### config.mk
export PLATFORM = sky130hd
export DESIGN_NAME = stwa_front
export DESIGN_NICKNAME = d
export VERILOG_FILES = /design/src/sv/stwa_pkg.sv /design/src/sv/stwa_front.sv
export SDC_FILE = /design/constraint.sdc
export NUM_CORES = 1
export LEC_CHECK = 0
export CAP_MARGIN = 10
export CORE_MARGIN = 1
export CORE_UTILIZATION = 38
export CTS_CLUSTER_DIAMETER = 40
export DETAILED_ROUTE_END_ITERATION = 7
export DONT_BUFFER_PORTS = 1
export PLACE_DENSITY_LB_ADDON = 0.15
export SLEW_MARGIN = 25
export SYNTH_ARGS = -nofsm -noshare
export SYNTH_HDL_FRONTEND = slang
export SYNTH_SLANG_ARGS = --single-unit
### constraint.sdc
create_clock -name clk -period 5.4 [get_ports clk]
set_clock_uncertainty 0.15 [all_clocks]
set_input_delay 0.81 -clock clk [delete_from_list [all_inputs] [get_ports clk]]
set_output_delay 0.81 -clock clk [all_outputs]
set_load 0.05 [all_outputs]
### src/sv/stwa_pkg.sv
// shared types and codes for the session table with aging
// no dependencies
`default_nettype none
package stwa_pkg;
  localparam int KEY_W = 50;
  localparam int AGE_W = 32;

  localparam logic [2:0] ACT_CREATE = 3'd0;
  localparam logic [2:0] ACT_QUERY  = 3'd1;
  localparam logic [2:0] ACT_REMOVE = 3'd2;
  localparam logic [2:0] ACT_TICK   = 3'd3;
  localparam logic [2:0] ACT_SWEEP  = 3'd4;

  localparam logic [3:0] ST_CREATED   = 4'd0;
  localparam logic [3:0] ST_REFRESHED = 4'd1;
  localparam logic [3:0] ST_BLACKLIST = 4'd2;
  localparam logic [3:0] ST_FULL      = 4'd3;
  localparam logic [3:0] ST_PRESENT   = 4'd4;
  localparam logic [3:0] ST_ABSENT    = 4'd5;
  localparam logic [3:0] ST_REMOVED   = 4'd6;
  localparam logic [3:0] ST_TICKED    = 4'd7;
  localparam logic [3:0] ST_EXPIRED   = 4'd8;
  localparam logic [3:0] ST_NONE_EXP  = 4'd9;

  localparam logic [2:0] REG_TIMEOUT  = 3'd0;
  localparam logic [2:0] REG_BL_COUNT = 3'd1;
  localparam logic [2:0] REG_BL_FIRST = 3'd2;

  typedef struct packed {
    logic [2:0]       action;
    logic [KEY_W-1:0] imsi;
  } in_word_t;

  typedef struct packed {
    logic [3:0]       status;
    logic [KEY_W-1:0] imsi_out;
    logic [AGE_W-1:0] age_seconds;
    logic             last;
  } out_word_t;

  // classified command from front to back
  typedef struct packed {
    logic [2:0]       action;
    logic             blocked;
    logic [KEY_W-1:0] imsi;
  } cmd_t;
endpackage
`default_nettype wire

### src/sv/stwa_front.sv
// front end: accepts words, drops unknown actions, checks the blacklist, queues commands
// depends on stwa_pkg
`default_nettype none
module stwa_front #(
  parameter int BLACKLIST_SIZE = 4
) (
  input  wire logic                clk,
  input  wire logic                rst_n,
  input  wire logic                in_push,
  output logic                     in_full,
  input  wire stwa_pkg::in_word_t  in_word,
  input  wire logic [2:0]          bl_count,
  input  wire logic [BLACKLIST_SIZE-1:0][stwa_pkg::KEY_W-1:0] bl_regs,
  output logic                     cmd_valid,
  input  wire logic                cmd_take,
  output stwa_pkg::cmd_t           cmd
);
  import stwa_pkg::*;
  // two-entry queue
  cmd_t       q_r [2];
  logic [1:0] cnt_r, cnt_nxt;
  logic       rd_r, wr_r;
  logic       blocked;
  logic [2:0] lim;
  logic       push_ok;

  always_comb begin
    lim = (bl_count > 3'(BLACKLIST_SIZE)) ? 3'(BLACKLIST_SIZE) : bl_count;
    blocked = 1'b0;
    for (int i = 0; i < BLACKLIST_SIZE; i++)
      if (3'(i) < lim && bl_regs[i] == in_word.imsi) blocked = 1'b1;
  end

  assign in_full   = cnt_r == 2'd2;
  assign push_ok   = in_push && !in_full && in_word.action <= ACT_SWEEP;
  assign cmd_valid = cnt_r != 2'd0;
  assign cmd       = q_r[rd_r];

  always_comb begin
    cnt_nxt = cnt_r + 2'(push_ok) - 2'(cmd_take && cmd_valid);
  end

  always_ff @(posedge clk) begin
    if (!rst_n) begin
      cnt_r <= '0; rd_r <= 1'b0; wr_r <= 1'b0;
    end else begin
      cnt_r <= cnt_nxt;
      if (push_ok) wr_r <= ~wr_r;
      if (cmd_take && cmd_valid) rd_r <= ~rd_r;
    end
    if (push_ok) q_r[wr_r] <= '{action: in_word.action, blocked: blocked,
                                imsi: in_word.imsi};
  end
endmodule
`default_nettype wire

[Word level (Yosys, flattened, before mapping)]
Memories as Yosys holds them, arrays and structs flattened. A register that Yosys moved wholly into a read port is not among the register bits.
Index checks and enable logic that the tools add are counted.
Word-level totals
  register bits: 4
  memory bits (writable): 108
  bits of input ports: 260
  output and inout port bits: 56
  word-level logic and storage cells: 37
  memories kept: 1
Memory list
  q_r: words 2, width 54, rd ports 1, clocked after memory_dff 1, wr ports 1, RTL line stwa_front.sv:20  | cmd_t q_r [2];
Cells by class
  add/sub/neg operators: 2
  $lt $le $gt $ge: 6
  equal/unequal tests: 5
  muxes and demuxes: 9
  bitwise logic cells: 2
  reductions and logical operators: 9
Operator list (count)
  50-bit == test: 4
  1-bit 2-to-1 mux: 8
  1-bit logical AND: 7
  1-bit by 3-bit less-than comparator with 1-bit output (first input constant): 2
  2-bit by 3-bit less-than comparator with 1-bit output (first input constant): 2
  3-bit > comparator (second input constant): 1
  3-bit less-or-equal comparator (second input constant): 1
  3-bit 2-to-1 mux: 1
  2-bit by 1-bit adder with 2-bit output: 1
  2-bit == test (second input constant): 1
  1-bit NOT: 2
  2-bit nonzero test: 1
  2-bit by 1-bit subtractor with 2-bit output: 1
  1-bit logical NOT: 1

[Logic depth before layout (Yosys ltp)]
  depth in word-level cells: 8
  gate-level depth with buffers: 8
  mapped depth without buffers: 8

[Worst setup path after synthesis]
Ideal clock, no wire load.
  path kind: input-to-reg
  from: input port in_word[51] in the netlist's numbering
  to: memory q_r[0][0] in the netlist's numbering (enable)
  setup time: 0.467 ns
  data arrival time: 3.457 ns
  data required time: 4.783 ns
  setup slack: 1.326 ns
  stages: 3
  path buffers: 0
  cell sequence: o21ai_0 > nand3_1 > nor2_1
Between the ends
  cells in the longest elaborated chain, start to end: 4
Ends and longest elaborated chain
  start, declared: RTL line stwa_front.sv:11  | input wire stwa_pkg::in_word_t in_word,
  3-bit less-or-equal comparator: RTL line stwa_front.sv:35  | assign push_ok = in_push && !in_full && in_word.action <= ACT_SWEEP;
  1-bit logical AND: RTL line stwa_front.sv:35
  1-bit 2-to-1 mux: RTL line stwa_front.sv:51  | if (push_ok) q_r[wr_r] <= '{action: in_word.action, blocked: blocked,
  1-bit 2-to-1 mux (not written as such): RTL line stwa_front.sv:51
  end, declared: RTL line stwa_front.sv:20
Every way passes these cells.

==> qor.csv <==
metric;value;unit
relSlewSlack;43.6;%
overflow;0;
gp_congestion;0.851;
yosysTopAreaCell;edfxtp_1;
synthArstFlopShare;0;%
critPathArrivalTime;2.06;ns
first_global_vias;4311;
drt_first_iter_violations;219;
ys_ff_latch;113;
hold_depth;0;
layout-drive-gt1-share;18.1;%
drcViolationCount;0;
vias;4060;
cp_max_fo;47;
grt_start_max_net_pins;48;
synth_ff_type;edfxtp_1;
die-area;17200;sq um
path_class;reg -> out;
grt_pass1_wl;30100;microns
post_cts_buffers;0;
die_h;131;microns
synth.distinct_cells;34;
whs_endpoint;q_r[1][11]$_DFFE_PP_;
cts_buffer_depth;2;
synth_top_family_by_area;XOR/XNOR gates;
hold_viol;0;
cp-end-kind;output pin;
synthSimpleGateAreaFrac;7.56;%
worstSetupStartpointType;register;
clkTransAtPathRegs;0.06;ns
cts_sinks;113;
yosysTopAreaCellShare;51.0;%
routed_wl;22100;microns
power;3.08;mW
start_util;39.4;%
finalSetupViolations;0;
syn_area_per_cell;13.2;sq um
ys_seq_area_share;52.6;%
max_cap_viol_count;0;
r2r-start;cnt_r[0]$_SDFF_PN0_;
core;16100;sq um
synthAdderAreaFrac;0.394;%
syn_nets;744;
synth_xor_area_share;26.7;%
drv_slew;0;
fin_ws;2.38;ns
yosysWarnings;0;
antenna_found_initial;1;
required;4.44;ns
status;finished, final reports clean;
wl_per_cell;30.6;microns
r2r_cells;4;
synthTopCellsByArea;edfxtp_1 51%, xor2_1 17%, xnor2_1 9.9%;
die_w;131;microns
clockRootBuffer;clkbuf_16;
dpl.hpwl;17600;microns
place_ws;2.29;ns
worstHoldPathType;in -> reg;
cts_htree_levels;4;
core.rowCount;46;
cellPowerDensity;430;nW/um^2
leakagePower;2.36;nW
r2r_end;q_r[0][48]$_DFFE_PP_;
r2r_slack;2.92;ns
postRouteAntennaNets;0;
tightest_slew;0.844;ns
fmax;331;MHz
totalNegativeSetupSlack;0;ns
cts_hold_buf;0;
period_share;55.9;%
fin_crit;3.02;ns
track_usage;25.7;%
syn_area;6360;sq um
clock_latency;0.41;ns
numCtsBuffers;17;
holdCritStartpoint;in_word[11];
drt_first_pass_iters;4;
vias_per_cell;5.61;
rsz0062_at_grt;no;
synthMuxAreaShare;9.57;%
cts_tree;done;
io_buffers;0;
syn2layout_area_growth;12.8;%
num-nets-final;756;
cts_resized;0;
ir_worst_vdd;0.211;mV
synth_compound_area_share;1.81;%
io_pins;316;
synth_edf_count;108;
syn_inst;482;
[worst max-delay path by stage]
| stage | depth (start not counted) | to |
|---|---|---|
| 4_1_cts | 2 | cmd[42] |
| 2_1_floorplan | 3 | q_r[0][0]$_DFFE_PP_ |
| 6_report | 2 | cmd[50] |
| 3_5_place_dp | 6 | q_r[0][50]$_DFFE_PP_ |
| 3_3_place_gp | 4 | q_r[0][47]$_DFFE_PP_ |
| 5_1_grt | 2 | cmd[26] |
[per-layer routing]
| layer | GRT usage [%] | vias up | routed length, microns |
|---|---|---|---|
| met5 | 0 | - | 0 |
| met4 | 9.95 | 0 | 515 |
| met3 | 9.80 | 32 | 1970 |
| met2 | 43.1 | 230 | 10900 |
| met1 | 29.4 | 2012 | 8730 |
| li1 | - | 1786 | - |
[through the flow]
stage | hold slack (ns) | cell area [sq um] | util (%) | instances
after floorplan | 0.354 | 6360 | - | 482
after global placement | 0.371 | 6630 | 41.1 | 691
after detailed placement | 0.372 | 6630 | 41.1 | 691
after CTS | 0.320 | 7170 | 44.5 | 723
after global routing | 0.312 | 7170 | 44.5 | 723
final | 0.338 | 7170 | 44.5 | 724
[logic make-up (layout without fill, tap and decap cells)]
group                      after synthesis  after routing
buffers and inverters                   22             47
xor gates and xnor gates               194            194
other                                    0              1
DFF                                    113            113
muxes                                   54             54
adders and majority gates                2              2
AOI/OAI and AO/OA                       16             16
and+or+nand+nor                         81             81
[cell usage after synthesis, types with 4 or more instances]
master / n
mux2_2: 54
dfxtp_1: 5
nor2_1: 4
clkbuf_1: 7
xor2_1: 122
inv_1: 11
edfxtp_1: 108
o22ai_1: 4
nor4_1: 30
nor3_1: 7
nand4_1: 25
xnor2_1: 72
[cell usage in the layout (no fill, tap or decap), drive strengths merged, types with 2 or more instances in the layout]
| cell | Yosys | layout |
|---|---|---|
| clkinv | 0 | 8 |
| xor2 | 122 | 122 |
| buf | 3 | 3 |
| nor2b | 2 | 2 |
| a21oi | 2 | 2 |
| dfxtp | 5 | 5 |
| a22oi | 2 | 2 |
| ha | 2 | 2 |
| mux2 | 54 | 54 |
| inv | 12 | 14 |
| and2 | 3 | 3 |
| nand2 | 3 | 3 |
| nor4 | 30 | 30 |
| xnor2 | 72 | 72 |
| nor3 | 7 | 7 |
| nor2 | 4 | 4 |
| nand3 | 3 | 3 |
| nand4 | 25 | 25 |
| clkbuf | 7 | 17 |
| clkinvlp | 0 | 4 |
| o22ai | 4 | 4 |
| edfxtp | 108 | 108 |
[state kept, by name (all words and copies together), names as in the netlist, named ones only]
signal	count
q_r	108
wr_r	1
cnt_r	2
rd_r	1
[power breakdown]
part	total (mW)	switching (mW)	leakage, nW	internal, mW
combinational	0.968	0.712	1.06	0.257
clock	1.02	0.396	0.260	0.625
sequential	1.09	0.0292	1.04	1.06
[worst max-delay path, stage by stage, from the launching register on]
cell and delay (ns):
dfxtp_2 0.45, buf_4 0.59, mux2_2 0.55
[area by class of cell]
cell class | count | area (sq um)
clock inverters | 15 | 119
multi-input cells | 347 | 2940
repair buffers | 3 | 22.5
well taps | 216 | 270
flip-flops and latches | 113 | 3340
inverters | 12 | 45.0
clock buffers | 17 | 425
fillers | 1513 | 8940
diodes | 1 | 2.50
Note: power is estimated with default switching activity, not from simulation.
